## src/bmd_pkg.sv

```systemverilog
// ----------------------------------------------------------------------------
// Bus message deserializer package
// Types, codes and schedule helpers shared by the deserializer modules.
// ----------------------------------------------------------------------------
`default_nettype none

package bmd_pkg;

  localparam int VAL_W  = 61;
  localparam int QDEPTH = 4;
  localparam int QPTR_W = $clog2(QDEPTH);
  localparam int QCNT_W = $clog2(QDEPTH + 1);

  localparam logic [7:0] KNOWN_LOW       = 8'hF5;
  localparam logic [7:0] HEAD_VALUE_MASK = 8'h1F;

  localparam logic [3:0] KIND_USER        = 4'd0;
  localparam logic [3:0] KIND_MESSAGE     = 4'd1;
  localparam logic [3:0] KIND_REPLACE     = 4'd2;
  localparam logic [3:0] KIND_ERASE       = 4'd4;
  localparam logic [3:0] KIND_NOROUTE     = 4'd6;
  localparam logic [3:0] KIND_ADD_GROUP   = 4'd7;
  localparam logic [3:0] KIND_CLOSE_GROUP = 4'd8;
  localparam logic [3:0] KIND_NEW_SESSION = 4'd10;
  localparam logic [3:0] KIND_SERIAL      = 4'd11;

  typedef enum logic [2:0] {
    PH_TYPE,
    PH_NUM_HEAD,
    PH_NUM_EXTRA,
    PH_STR,
    PH_PAYLOAD,
    PH_DONE
  } phase_t;

  typedef enum logic [2:0] {
    EV_TYPE,
    EV_UINT,
    EV_STR_HDR,
    EV_STR_BYTE,
    EV_PAYLOAD,
    EV_END,
    EV_EMPTY
  } event_t;

  typedef struct packed {
    event_t             ev;
    logic [3:0]         msg_kind;
    logic [7:0]         type_byte;
    logic [1:0]         field_pos;
    logic [VAL_W-1:0]   list_index;
    logic [VAL_W-1:0]   value;
    logic [7:0]         data_out;
    logic               truncated;
    logic               run_last;
  } res_t;

  function automatic logic is_list(input logic [3:0] k);
    return (k >= KIND_REPLACE) && (k <= KIND_ERASE);
  endfunction

  function automatic logic [2:0] field_count(input logic [3:0] k);
    logic [2:0] fc;
    fc = 3'd0;
    if (k == KIND_MESSAGE) fc = 3'd4;
    else if (is_list(k)) fc = 3'd2;
    else if ((k == KIND_NOROUTE) || (k == KIND_ADD_GROUP)) fc = 3'd2;
    else if ((k >= KIND_CLOSE_GROUP) && (k <= KIND_SERIAL)) fc = 3'd1;
    return fc;
  endfunction

  function automatic logic field_is_string(input logic [3:0] k, input logic [1:0] pos);
    logic s;
    if (k == KIND_MESSAGE) s = (pos != 2'd0);
    else if (is_list(k)) s = (pos == 2'd1);
    else s = (k != KIND_NEW_SESSION);
    return s;
  endfunction

  function automatic phase_t enter_phase(input logic [3:0] k, input logic [1:0] pos,
                                         input logic [VAL_W-1:0] list_left);
    phase_t p;
    if (field_count(k) == 3'd0) p = PH_DONE;
    else if (is_list(k) && (pos == 2'd1) && (list_left == '0)) p = PH_DONE;
    else p = PH_NUM_HEAD;
    return p;
  endfunction

  function automatic res_t make_res(input event_t ev, input logic [3:0] k,
                                    input logic [7:0] tb, input logic [1:0] pos,
                                    input logic [VAL_W-1:0] lidx,
                                    input logic [VAL_W-1:0] val,
                                    input logic [7:0] dout, input logic trunc);
    res_t r;
    r.ev         = ev;
    r.msg_kind   = (ev == EV_EMPTY) ? 4'd0 : k;
    r.type_byte  = (ev == EV_EMPTY) ? 8'd0 : tb;
    r.field_pos  = pos;
    r.list_index = lidx;
    r.value      = val;
    r.data_out   = dout;
    r.truncated  = trunc;
    r.run_last   = 1'b0;
    return r;
  endfunction

endpackage

`default_nettype wire

```

## src/bus_message_deserializer.sv

```systemverilog
// Each accepted byte is registered in the input stage, then decoded into the result queue that drives the outputs.
// Throughput: one byte per cycle while the result queue has room; the result port moves one
// record per cycle, so a final byte with two results (a record and the end) sends them one after the other.
// The four-entry result queue sets how far the output may stall before input stalls.
// Reset: synchronous, active low; message state, input stage valid flag and queue pointers are cleared.
// ----------------------------------------------------------------------------
// Bus message deserializer
// Decodes a byte stream of bus messages into type, field, payload, end and empty-marker events.
// ----------------------------------------------------------------------------
`default_nettype none

module bus_message_deserializer (
  input  wire logic                       clk,
  input  wire logic                       rst_n,
  input  wire logic                       in_valid,
  output logic                            in_stall,
  input  wire logic                       in_kind,
  input  wire logic [7:0]                 in_data_in,
  input  wire logic                       in_end_of_message,
  output logic                            out_valid,
  input  wire logic                       out_stall,
  output logic [2:0]                      out_event_res,
  output logic [3:0]                      out_msg_kind,
  output logic [7:0]                      out_type_byte,
  output logic [1:0]                      out_field_pos,
  output logic [bmd_pkg::VAL_W-1:0]       out_list_index,
  output logic [bmd_pkg::VAL_W-1:0]       out_value,
  output logic [7:0]                      out_data_out,
  output logic                            out_truncated,
  output logic                            out_run_last
);
  import bmd_pkg::*;

  logic              ir_v_r, ir_v_nxt;
  logic              ir_kind_r;
  logic [7:0]        ir_data_r;
  logic              ir_eom_r;
  logic              fire;
  res_t              dec0, dec1, head;
  logic [1:0]        dec_n;
  logic [QCNT_W-1:0] q_cnt;

  assign fire     = ir_v_r && (q_cnt <= QCNT_W'(QDEPTH - 2));
  assign in_stall = ir_v_r && !fire;
  assign ir_v_nxt = in_stall ? ir_v_r : in_valid;

  always_ff @(posedge clk) begin
    if (!rst_n) ir_v_r <= 1'b0;
    else ir_v_r <= ir_v_nxt;
  end

  always_ff @(posedge clk) begin
    if (in_valid && !in_stall) begin
      ir_kind_r <= in_kind;
      ir_data_r <= in_data_in;
      ir_eom_r  <= in_end_of_message;
    end
  end

  bmd_decoder u_dec (
    .clk     (clk),
    .rst_n   (rst_n),
    .fire    (fire),
    .kind    (ir_kind_r),
    .data_in (ir_data_r),
    .eom     (ir_eom_r),
    .res0    (dec0),
    .res1    (dec1),
    .res_n   (dec_n)
  );

  bmd_out_queue u_q (
    .clk    (clk),
    .rst_n  (rst_n),
    .push0  (dec0),
    .push1  (dec1),
    .push_n (dec_n),
    .pop    (out_valid && !out_stall),
    .head   (head),
    .count  (q_cnt)
  );

  assign out_valid      = (q_cnt != '0);
  assign out_event_res  = head.ev;
  assign out_msg_kind   = head.msg_kind;
  assign out_type_byte  = head.type_byte;
  assign out_field_pos  = head.field_pos;
  assign out_list_index = head.list_index;
  assign out_value      = head.value;
  assign out_data_out   = head.data_out;
  assign out_truncated  = head.truncated;
  assign out_run_last   = head.run_last;

`ifndef SYNTHESIS
  a_q_bound: assert property (@(posedge clk) disable iff (!rst_n)
    q_cnt <= QCNT_W'(QDEPTH))
    else $error("result queue overflow");

  a_stall_held: assert property (@(posedge clk) disable iff (!rst_n)
    in_stall |-> ir_v_r)
    else $error("input stalled with empty input stage");

  a_marker_out: assert property (@(posedge clk) disable iff (!rst_n)
    (fire && ir_kind_r) |=> out_valid)
    else $error("empty marker gave no result");

  a_eom_out: assert property (@(posedge clk) disable iff (!rst_n)
    (fire && ir_eom_r) |-> (dec_n != 2'd0))
    else $error("final byte gave no end record");
`endif

endmodule

`default_nettype wire

```

## src/bmd_decoder.sv

```systemverilog
// ----------------------------------------------------------------------------
// Bus message deserializer decode stage
// Holds the message state and turns one byte into up to two result records.
// ----------------------------------------------------------------------------
`default_nettype none

module bmd_decoder (
  input  wire logic           clk,
  input  wire logic           rst_n,
  input  wire logic           fire,
  input  wire logic           kind,
  input  wire logic [7:0]     data_in,
  input  wire logic           eom,
  output bmd_pkg::res_t       res0,
  output bmd_pkg::res_t       res1,
  output logic [1:0]          res_n
);
  import bmd_pkg::*;

  phase_t             phase_r, phase_nxt;
  logic [3:0]         kind_r, kind_nxt;
  logic [7:0]         type_r, type_nxt;
  logic [1:0]         sp_r, sp_nxt;
  logic [VAL_W-1:0]   acc_r, acc_nxt;
  logic [2:0]         xl_r, xl_nxt;
  logic [VAL_W-1:0]   sl_r, sl_nxt;
  logic [VAL_W-1:0]   ll_r, ll_nxt;
  logic [VAL_W-1:0]   lp_r, lp_nxt;
  res_t               raw0, raw1;
  logic [1:0]         raw_n;

  // next state and raw records
  always_comb begin
    phase_t           ph;
    logic [3:0]       kh;
    logic [7:0]       th;
    logic [1:0]       sp;
    logic [VAL_W-1:0] acc, sl, ll, lp, v, li;
    logic [2:0]       xl;
    logic [7:0]       negb;
    logic             num_done, do_adv, trunc;
    logic [1:0]       n;
    res_t             e0, e1, r;

    ph = phase_r; kh = kind_r; th = type_r; sp = sp_r; acc = acc_r;
    xl = xl_r; sl = sl_r; ll = ll_r; lp = lp_r;
    num_done = 1'b0; do_adv = 1'b0; trunc = 1'b0;
    n = 2'd0;
    e0 = make_res(EV_EMPTY, 4'd0, 8'd0, 2'd0, '0, '0, 8'd0, 1'b0);
    e1 = e0;
    r  = e0;
    negb = 8'd0 - data_in;
    v  = '0;
    li = '0;

    if (kind) begin
      ph = PH_TYPE; kh = '0; th = '0; sp = '0; acc = '0;
      xl = '0; sl = '0; ll = '0; lp = '0;
      e0 = make_res(EV_EMPTY, 4'd0, 8'd0, 2'd0, '0, '0, 8'd0, 1'b0);
      n = 2'd1;
    end else begin
      unique case (phase_r)
        PH_TYPE: begin
          sp = '0; acc = '0; xl = '0; sl = '0; ll = '0; lp = '0;
          th = data_in;
          kh = (data_in >= KNOWN_LOW) ? negb[3:0] : KIND_USER;
          e0 = make_res(EV_TYPE, kh, th, 2'd0, '0, '0, 8'd0, 1'b0);
          n = 2'd1;
          if (kh == KIND_USER) ph = PH_PAYLOAD;
          else ph = enter_phase(kh, sp, ll);
        end
        PH_NUM_HEAD: begin
          xl = data_in[7:5];
          acc = VAL_W'(data_in & HEAD_VALUE_MASK);
          if (xl == 3'd0) num_done = 1'b1;
          else ph = PH_NUM_EXTRA;
        end
        PH_NUM_EXTRA: begin
          acc = {acc_r[VAL_W-9:0], data_in};
          xl = xl_r - 3'd1;
          if (xl == 3'd0) num_done = 1'b1;
        end
        PH_STR: begin
          li = (is_list(kh) && (sp == 2'd1)) ? lp : '0;
          e0 = make_res(EV_STR_BYTE, kh, th, sp, li, '0, data_in, 1'b0);
          n = 2'd1;
          sl = sl_r - VAL_W'(1);
          if (sl == '0) do_adv = 1'b1;
        end
        PH_PAYLOAD: begin
          e0 = make_res(EV_PAYLOAD, kh, th, 2'd0, '0, '0, data_in, 1'b0);
          n = 2'd1;
        end
        PH_DONE: begin
        end
        default: begin
        end
      endcase

      if (num_done) begin
        v = acc;
        n = 2'd1;
        if (field_is_string(kh, sp)) begin
          li = (is_list(kh) && (sp == 2'd1)) ? lp : '0;
          e0 = make_res(EV_STR_HDR, kh, th, sp, li, v, 8'd0, 1'b0);
          sl = v;
          if (v == '0) do_adv = 1'b1;
          else ph = PH_STR;
        end else begin
          e0 = make_res(EV_UINT, kh, th, sp, '0, v, 8'd0, 1'b0);
          if (is_list(kh) && (sp == 2'd0)) begin
            ll = v;
            lp = '0;
          end
          do_adv = 1'b1;
        end
      end

      if (do_adv) begin
        if (is_list(kh)) begin
          if (sp == 2'd0) begin
            sp = 2'd1;
          end else begin
            ll = ll - VAL_W'(1);
            lp = lp + VAL_W'(1);
          end
          ph = enter_phase(kh, sp, ll);
        end else if (({1'b0, sp} + 3'd1) >= field_count(kh)) begin
          ph = PH_DONE;
        end else begin
          sp = sp + 2'd1;
          ph = enter_phase(kh, sp, ll);
        end
      end

      if (eom) begin
        trunc = (ph == PH_NUM_HEAD) || (ph == PH_NUM_EXTRA) || (ph == PH_STR);
        if (ph == PH_NUM_EXTRA) begin
          li = (is_list(kh) && (sp == 2'd1)) ? lp : '0;
          r = make_res(field_is_string(kh, sp) ? EV_STR_HDR : EV_UINT,
                       kh, th, sp, li, acc, 8'd0, 1'b0);
          if (n == 2'd0) e0 = r;
          else e1 = r;
          n = n + 2'd1;
        end
        r = make_res(EV_END, kh, th, 2'd0, '0, '0, 8'd0, trunc);
        if (n == 2'd0) e0 = r;
        else e1 = r;
        n = n + 2'd1;
        ph = PH_TYPE; kh = '0; th = '0; sp = '0; acc = '0;
        xl = '0; sl = '0; ll = '0; lp = '0;
      end
    end

    phase_nxt = ph; kind_nxt = kh; type_nxt = th; sp_nxt = sp; acc_nxt = acc;
    xl_nxt = xl; sl_nxt = sl; ll_nxt = ll; lp_nxt = lp;
    raw0 = e0; raw1 = e1; raw_n = n;
  end

  // result records with last-of-transfer marking
  always_comb begin
    res0 = raw0;
    res1 = raw1;
    res_n = fire ? raw_n : 2'd0;
    res0.run_last = (raw_n == 2'd1);
    res1.run_last = (raw_n == 2'd2);
  end

  always_ff @(posedge clk) begin
    if (!rst_n) begin
      phase_r <= PH_TYPE;
      kind_r  <= '0;
      type_r  <= '0;
      sp_r    <= '0;
      acc_r   <= '0;
      xl_r    <= '0;
      sl_r    <= '0;
      ll_r    <= '0;
      lp_r    <= '0;
    end else if (fire) begin
      phase_r <= phase_nxt;
      kind_r  <= kind_nxt;
      type_r  <= type_nxt;
      sp_r    <= sp_nxt;
      acc_r   <= acc_nxt;
      xl_r    <= xl_nxt;
      sl_r    <= sl_nxt;
      ll_r    <= ll_nxt;
      lp_r    <= lp_nxt;
    end
  end

endmodule

`default_nettype wire

```

## src/bmd_out_queue.sv

```systemverilog
// ----------------------------------------------------------------------------
// Bus message deserializer result queue
// Small queue taking up to two records per cycle and releasing at most one.
// ----------------------------------------------------------------------------
`default_nettype none

module bmd_out_queue (
  input  wire logic                   clk,
  input  wire logic                   rst_n,
  input  wire bmd_pkg::res_t          push0,
  input  wire bmd_pkg::res_t          push1,
  input  wire logic [1:0]             push_n,
  input  wire logic                   pop,
  output bmd_pkg::res_t               head,
  output logic [bmd_pkg::QCNT_W-1:0]  count
);
  import bmd_pkg::*;

  res_t              mem_r [QDEPTH];
  logic [QPTR_W-1:0] wr_r, wr_nxt;
  logic [QPTR_W-1:0] rd_r, rd_nxt;
  logic [QCNT_W-1:0] cnt_r, cnt_nxt;
  logic [QPTR_W-1:0] wr_plus1;

  assign wr_plus1 = wr_r + QPTR_W'(1);
  assign head     = mem_r[rd_r];
  assign count    = cnt_r;

  always_comb begin
    wr_nxt  = wr_r + QPTR_W'(push_n);
    rd_nxt  = rd_r + QPTR_W'(pop);
    cnt_nxt = cnt_r + QCNT_W'(push_n) - QCNT_W'(pop);
  end

  always_ff @(posedge clk) begin
    if (push_n != 2'd0) mem_r[wr_r] <= push0;
    if (push_n == 2'd2) mem_r[wr_plus1] <= push1;
  end

  always_ff @(posedge clk) begin
    if (!rst_n) begin
      wr_r  <= '0;
      rd_r  <= '0;
      cnt_r <= '0;
    end else begin
      wr_r  <= wr_nxt;
      rd_r  <= rd_nxt;
      cnt_r <= cnt_nxt;
    end
  end

endmodule

`default_nettype wire

```

## config.mk

```make
export PLATFORM = sky130hd
export DESIGN_NAME = bus_message_deserializer
export DESIGN_NICKNAME = d
export VERILOG_FILES = /design/src/bmd_pkg.sv /design/src/bus_message_deserializer.sv /design/src/bmd_decoder.sv /design/src/bmd_out_queue.sv
export SDC_FILE = /design/constraint.sdc
export NUM_CORES = 2
export LEC_CHECK = 0
export BUFFER_PORTS_ARGS = -buffer_cell sky130_fd_sc_hd__buf_2
export CORE_UTILIZATION = 60
export DETAILED_ROUTE_END_ITERATION = 6
export PLACE_DENSITY = 0.77
export SLEW_MARGIN = 20
export SYNTH_ARGS = -nofsm -noshare
export SYNTH_HDL_FRONTEND = slang
export SYNTH_HIERARCHICAL = 1
export SYNTH_SLANG_ARGS = --single-unit
export TNS_END_PERCENT = 100
```

## constraint.sdc

```tcl
create_clock -name clk -period 23 [get_ports clk]
set_clock_uncertainty 0.2 [all_clocks]
set_input_delay 4.6 -clock clk [delete_from_list [all_inputs] [get_ports clk]]
set_output_delay 4.6 -clock clk [all_outputs]
set_load 0.05 [all_outputs]
```

Word level (Yosys, flattened, before mapping)

Memory sizes are Yosys's and may differ from the RTL's. A register that Yosys moved wholly into a read port is not among the register bits.
Index checks and enable logic that the tools add are counted.
Widths: inputs -> output; s select.

Bits in registers: 282
Bits in writable memories: 596
Input bits: 14
Output and inout port bits: 151
Logic and storage cells: 257
Memories: 1

Add/subtract/negate cells: 14
Order comparisons: 13
Equality and inequality tests: 23
Multiplexer cells: 145
Reductions and logical operators: 45

Memories:

| memory    | words | bits a word | rd ports | clocked after Yosys merged registers in | write ports | RTL line            | RTL |
|---|---|---|---|---|---|---|---|
| u_q.mem_r | 4     | 149         | 1        | 1                                       | 2           | bmd_out_queue.sv:19 | `res_t mem_r [QDEPTH];` |

Operators with widths:

| kind                  | number |
|---|---|
| $mux 61               | 33 |
| $mux 149              | 11 |
| $pmux 149 s3          | 1 |
| $logic_not 61->1      | 4 |
| $pmux 61 s3           | 1 |
| $mux 148              | 1 |
| $pmux 61 s2           | 1 |
| $sub 61x1->61 const B | 2 |
| $mux 3                | 37 |
| $add 61x1->61 const B | 1 |
| $mux 2                | 21 |
| $mux 8                | 4 |
| $mux 1                | 26 |
| $mux 4                | 6 |
| $logic_not 3->1       | 6 |
| $logic_and 1x1->1     | 17 |
| $eq 4x3->1 const B    | 4 |
| $eq 2x1->1 const B    | 6 |
| $eq 3x2->1 const B    | 4 |
| $ge 4x2->1 const B    | 3 |
| $le 4x3->1 const B    | 3 |
| $pmux 3 s3            | 1 |
| $add 2x1->2 const B   | 4 |
| $eq 4x1->1 const B    | 2 |
| 27 further kinds      | 41 |

Logic depth before layout (Yosys ltp)

Depth in word-level cells: 38
Depth in mapped cells: 33
Mapped depth without buffers: 23

Cells and area by module

Netlist, hierarchy kept.

By module, submodules not included:

| module                   | instances | cells an instance | area an instance (um2) | sequential area each (um2) |
|---|---|---|---|---|
| bmd_out_queue            | 1         | 1,483             | 29,417.0               | 18,037.3 |
| bmd_decoder              | 1         | 3,181             | 22,301.4               | 5,285.1 |
| bus_message_deserializer | 1         | 21                | 387.9                  | 320.3 |

Worst setup path before layout

No wires, ideal clock.

Path type: reg-to-reg
From: reg u_dec.phase_r[0]
To: mem u_q/mem_r[0][0] in the netlist's numbering, enable pin
Library setup time: 877 ps
Arrival: 14,021 ps
Required time: 21,923 ps
Slack: 7,903 ps
Stages on the path, launching flop included: 18
Buffers on the path: 6
Clock period less this slack: 15,097 ps
Cells stage by stage: dfxtp_1 > buf_6 > clkbuf_1 > clkbuf_1 > clkbuf_1 > nor2b_1 > and2_1 > clkbuf_1 > nor2_1 > o21ai_0 > inv_1 > ha_1 > nor2b_1 > inv_1 > nor2_1 > buf_2 > nor2_1 > o31ai_1

RTL lines:

| element                  | RTL line            | RTL |
|---|---|---|
| start: declaration       | bmd_decoder.sv:20   | `phase_t phase_r, phase_nxt;` |
| start signal: assignment | bmd_decoder.sv:181  | `phase_r <= phase_nxt;` |
| end: declaration         | bmd_out_queue.sv:19 |  |

==> impl_results.md <==
* Setup Crit Path Kind: register to register
* Crit path max-delay family: simple AND/OR/NAND/NOR gates
* IO Count at 165
* RSZ-0062 raised after global routing: no
* Drt drc at 0
* Largest net degree at the start of global routing at 150
* Max VDD drop at 71.6 uV
* CTS Buf Count at 93
* Crit path time final at between 8 and 9 ns
* Arr. time, crit path at 8.36 ns
* Status: finished clean
* Final Wtd Congestion at about 1
* Drt first pass iters at 7
* Via density at 6.65
* Clock root cell: clkbuf_16
* GRT overflow at 0
* 1st-iter DRT viols at around 5k
* Clock buffer depth at 3
* Fin Setup TNS at 0 ns
* Routed Wire Length at roughly 150 mm
* Core area at 85,500 sq um
* Initial antenna violation count at 2
* H-tree depth at 3
* # setup viols final at 0
* Number of synthesized flops with an enable pin at 606
* Net count, final at 4,743
* IO Port Bufs at 164
* Starting density of the core at 60.9%
* Worst hold path stage count at 2
* Die area at 88,000 sq um
* WL/cell at 25.4 um
* Vias in the first global route at roughly 37k
* Share of the synthesized area in the top cell type at 34.9%
* Cell taking the most area after synthesis: edfxtp_1
* Critical path buffers and inverters at 2
* Max_cap viols at 0
* F_max at 123 MHz
* Area Growth Syn to Fin at 8.26%
* Clk sinks at 878
* Hpwl dp at 94.6 mm
* Max-slew violation count at 0
* Post-layout util at 65.9%
* Met3 WL post-DR at 15.2 mm
* Ys async rst share at 0%
* Cts repair resizes at 0
* Synth top area cells: edfxtp_1 (35%), dfxtp_1 (10%), mux2_2 (8.7%)
* Die Span X at about 300 um
* Final period util at 35.4%
* Synthesized area at 52,100 sq um
* Slowest-stage cell, CP: dfxtp_4
* Hold Violations, Final at 0
* Distinct cells, synth at 113
* Cell Rows at 107
* R2R depth at 20
* Top Metal Used: met5
* Via count at 39.4k
* Instance count on the critical path at 20
* WL met1 at 59.6 mm
* Dpl cells at 5,753
* Worst setup EP type: register
* PnR worst setup slack at around 15 ns
* Final instance count without filler cells at 5,930
* Mean Syn Cell Area at around 11 sq um
* HP Class: register to register
* Worst-Margin Slew at 1.13 ns
* DIE HEIGHT at 297 um
* Worst Path Required at 23.22 ns
* Critical-path cell list: buf_4 > or3_4 > nand2_1 > inv_1 > ha_1 > nand4b_2 > a21o_4 > nor2_1 > a31oi_1 > ha_1 > nor2b_1 > nand3_1 > nor2_1 > o221ai_1 > a2111oi_0 > nand4_1 > nor4_1 > a31oi_1 > and3_1 > mux2_2
* Post-synthesis sequential area ratio at 45.4%
* Post-synthesis register bit count at around 880
* Power Density at between 70 and 80 nW/um^2
* Final ANT Viol Nets at 0
* Worst-Skew Late Latency at 0.70 ns
* Min-delay src: u_dec/ll_r[59]$_SDFFE_PN0P_
* Crit path largest cell delay at 0.74 ns
* Cts hold-fix bufs at 0
* Worst slack, placed at 15.36 ns
* Leak at 20.3 nW
* Main synth FF type: edfxtp_1
* Share of layout cells above drive strength 1 at 24.2%
* Launch point of the worst path: u_dec/phase_r[2]$_SDFFE_PN0P_
* Worst flop-to-flop path startpoint: u_dec/phase_r[2]$_SDFFE_PN0P_
* Met2 wire len at 68.7 mm
* Total Routing Usage GR at 33.8%
* Yosys warns at 6
* Worst Path Max Fanout at 70
* Slew margin rel. at 23.4%
* First-pass GRT wire length at 228 mm
* Clk slew on worst S/H paths at approximately 0.06 ns
* Clock tree from TritonCTS: yes
* CP startpoint kind: register
* Mapped Cells at 4,685
* # Post-CTS Setup Buffers at 0
==> layer usage <==
layer	track usage, %	vias to the layer above
met5	0	-
met4	14.8	6
met3	6.03	447
met2	52.6	2266
met1	46.3	19200
li1	-	17500
==> layout by cell type (no fill, tap or decap), types with 149 or more instances in the layout <==
cell type	netlist	final
nor2b_1	222	220
mux4_2	149	149
a21oi_1	204	203
o21ai_0	274	274
nand2_1	314	311
dfxtp_1	272	269
buf_2	76	163
edfxtp_1	606	606
mux2_2	401	401
nor2_1	310	306
==> through the flow <==
| step | total power, mW | hold WS, ns | instance area [sq um] |
|---|---|---|---|
| 4_1_cts | 4.33 | 0.263 | 56400 |
| 3_5_place_dp | 2.79 | 0.249 | 53200 |
| 3_3_place_gp | 2.78 | 0.235 | 53200 |
| 2_1_floorplan | 2.59 | 0.225 | 52600 |
| 5_1_grt | 4.44 | 0.291 | 56400 |
| 6_report | 4.31 | 0.263 | 56400 |
==> synth_stat cells (16+ instances only) <==
cell	n
nor3_1	77
a22o_1	26
ha_1	24
mux2i_1	20
and2_1	80
nand2_1	314
o211ai_1	21
a32oi_1	19
mux2_4	90
o31ai_1	20
mux2_2	401
nand4_1	55
buf_4	151
edfxtp_1	606
nor2b_1	222
nand2b_1	21
buf_6	30
or2_2	16
buf_1	26
nor4_1	70
o21a_1	19
a221oi_1	52
a211oi_1	63
dfxtp_1	272
a22oi_1	28
clkbuf_1	203
mux2_1	109
inv_1	45
or4_1	26
and3_1	29
o21ai_0	274
mux4_2	149
a31oi_1	38
nor2_1	310
nand3_1	118
a21oi_1	204
xnor2_1	68
buf_2	76
xor2_1	52
or3_1	31
==> registers in the layout, indices dropped and copies added, names as in the netlist, 4 cells and up <==
register,cells
ir_data_r,8
u_dec/acc_r,61
u_dec/kind_r,4
u_dec/ll_r,61
u_dec/lp_r,61
u_dec/sl_r,61
u_dec/type_r,8
u_q/mem_r,596
==> path summary, 6_finish.rpt <==
check	to	slack, ns
max reg2reg	u_q/mem_r[0][1]$_DFFE_PP_	14.87
min reg2reg	u_dec/ll_r[59]$_SDFFE_PN0P_	0.26
max	u_q/mem_r[0][1]$_DFFE_PP_	14.87
min	u_dec/ll_r[59]$_SDFFE_PN0P_	0.26
==> tightest hold or removal path, delay by kind of cell (launching register included) <==
kind	cells	cell delay [ns]
AOI/OAI and AO/OA	1	0.06
and+or+nand+nor	1	0.05
DFF	1	0.33
==> power by group <==
group	total (mW)	switching [mW]	leakage [nW]	internal [mW]
logic	0.969	0.681	10.8	0.288
clock network	1.56	0.664	1.54	0.892
registers	1.78	0.0385	8.04	1.75
==> cell type report <==
class / count / area [sq um]
antenna: 1 / 2.50
clock buffer: 128 / 2610
clock inverter: 48 / 557
fill: 6365 / 29100
inverter: 46 / 175
multi-input combinational: 3405 / 26300
sequential: 878 / 23700
tap: 1144 / 1430
timing repair buffer: 280 / 1720
==> cell families after synthesis <==
| group | after synthesis | share of synthesized area [%] |
|---|---|---|
| AND/OR/NAND/NOR | 1447 | 14.6 |
| AO/OA/AOI/OAI | 910 | 11.3 |
| flip-flops | 878 | 45.4 |
| multiplexers | 769 | 20.4 |
| buffers and inverters | 533 | 5.54 |
| XOR/XNOR | 122 | 2.10 |
| adder cells (fa/ha/maj) | 25 | 0.615 |
| other | 1 | 0.00720 |
No activity file was read; power rests on OpenSTA's default activity.
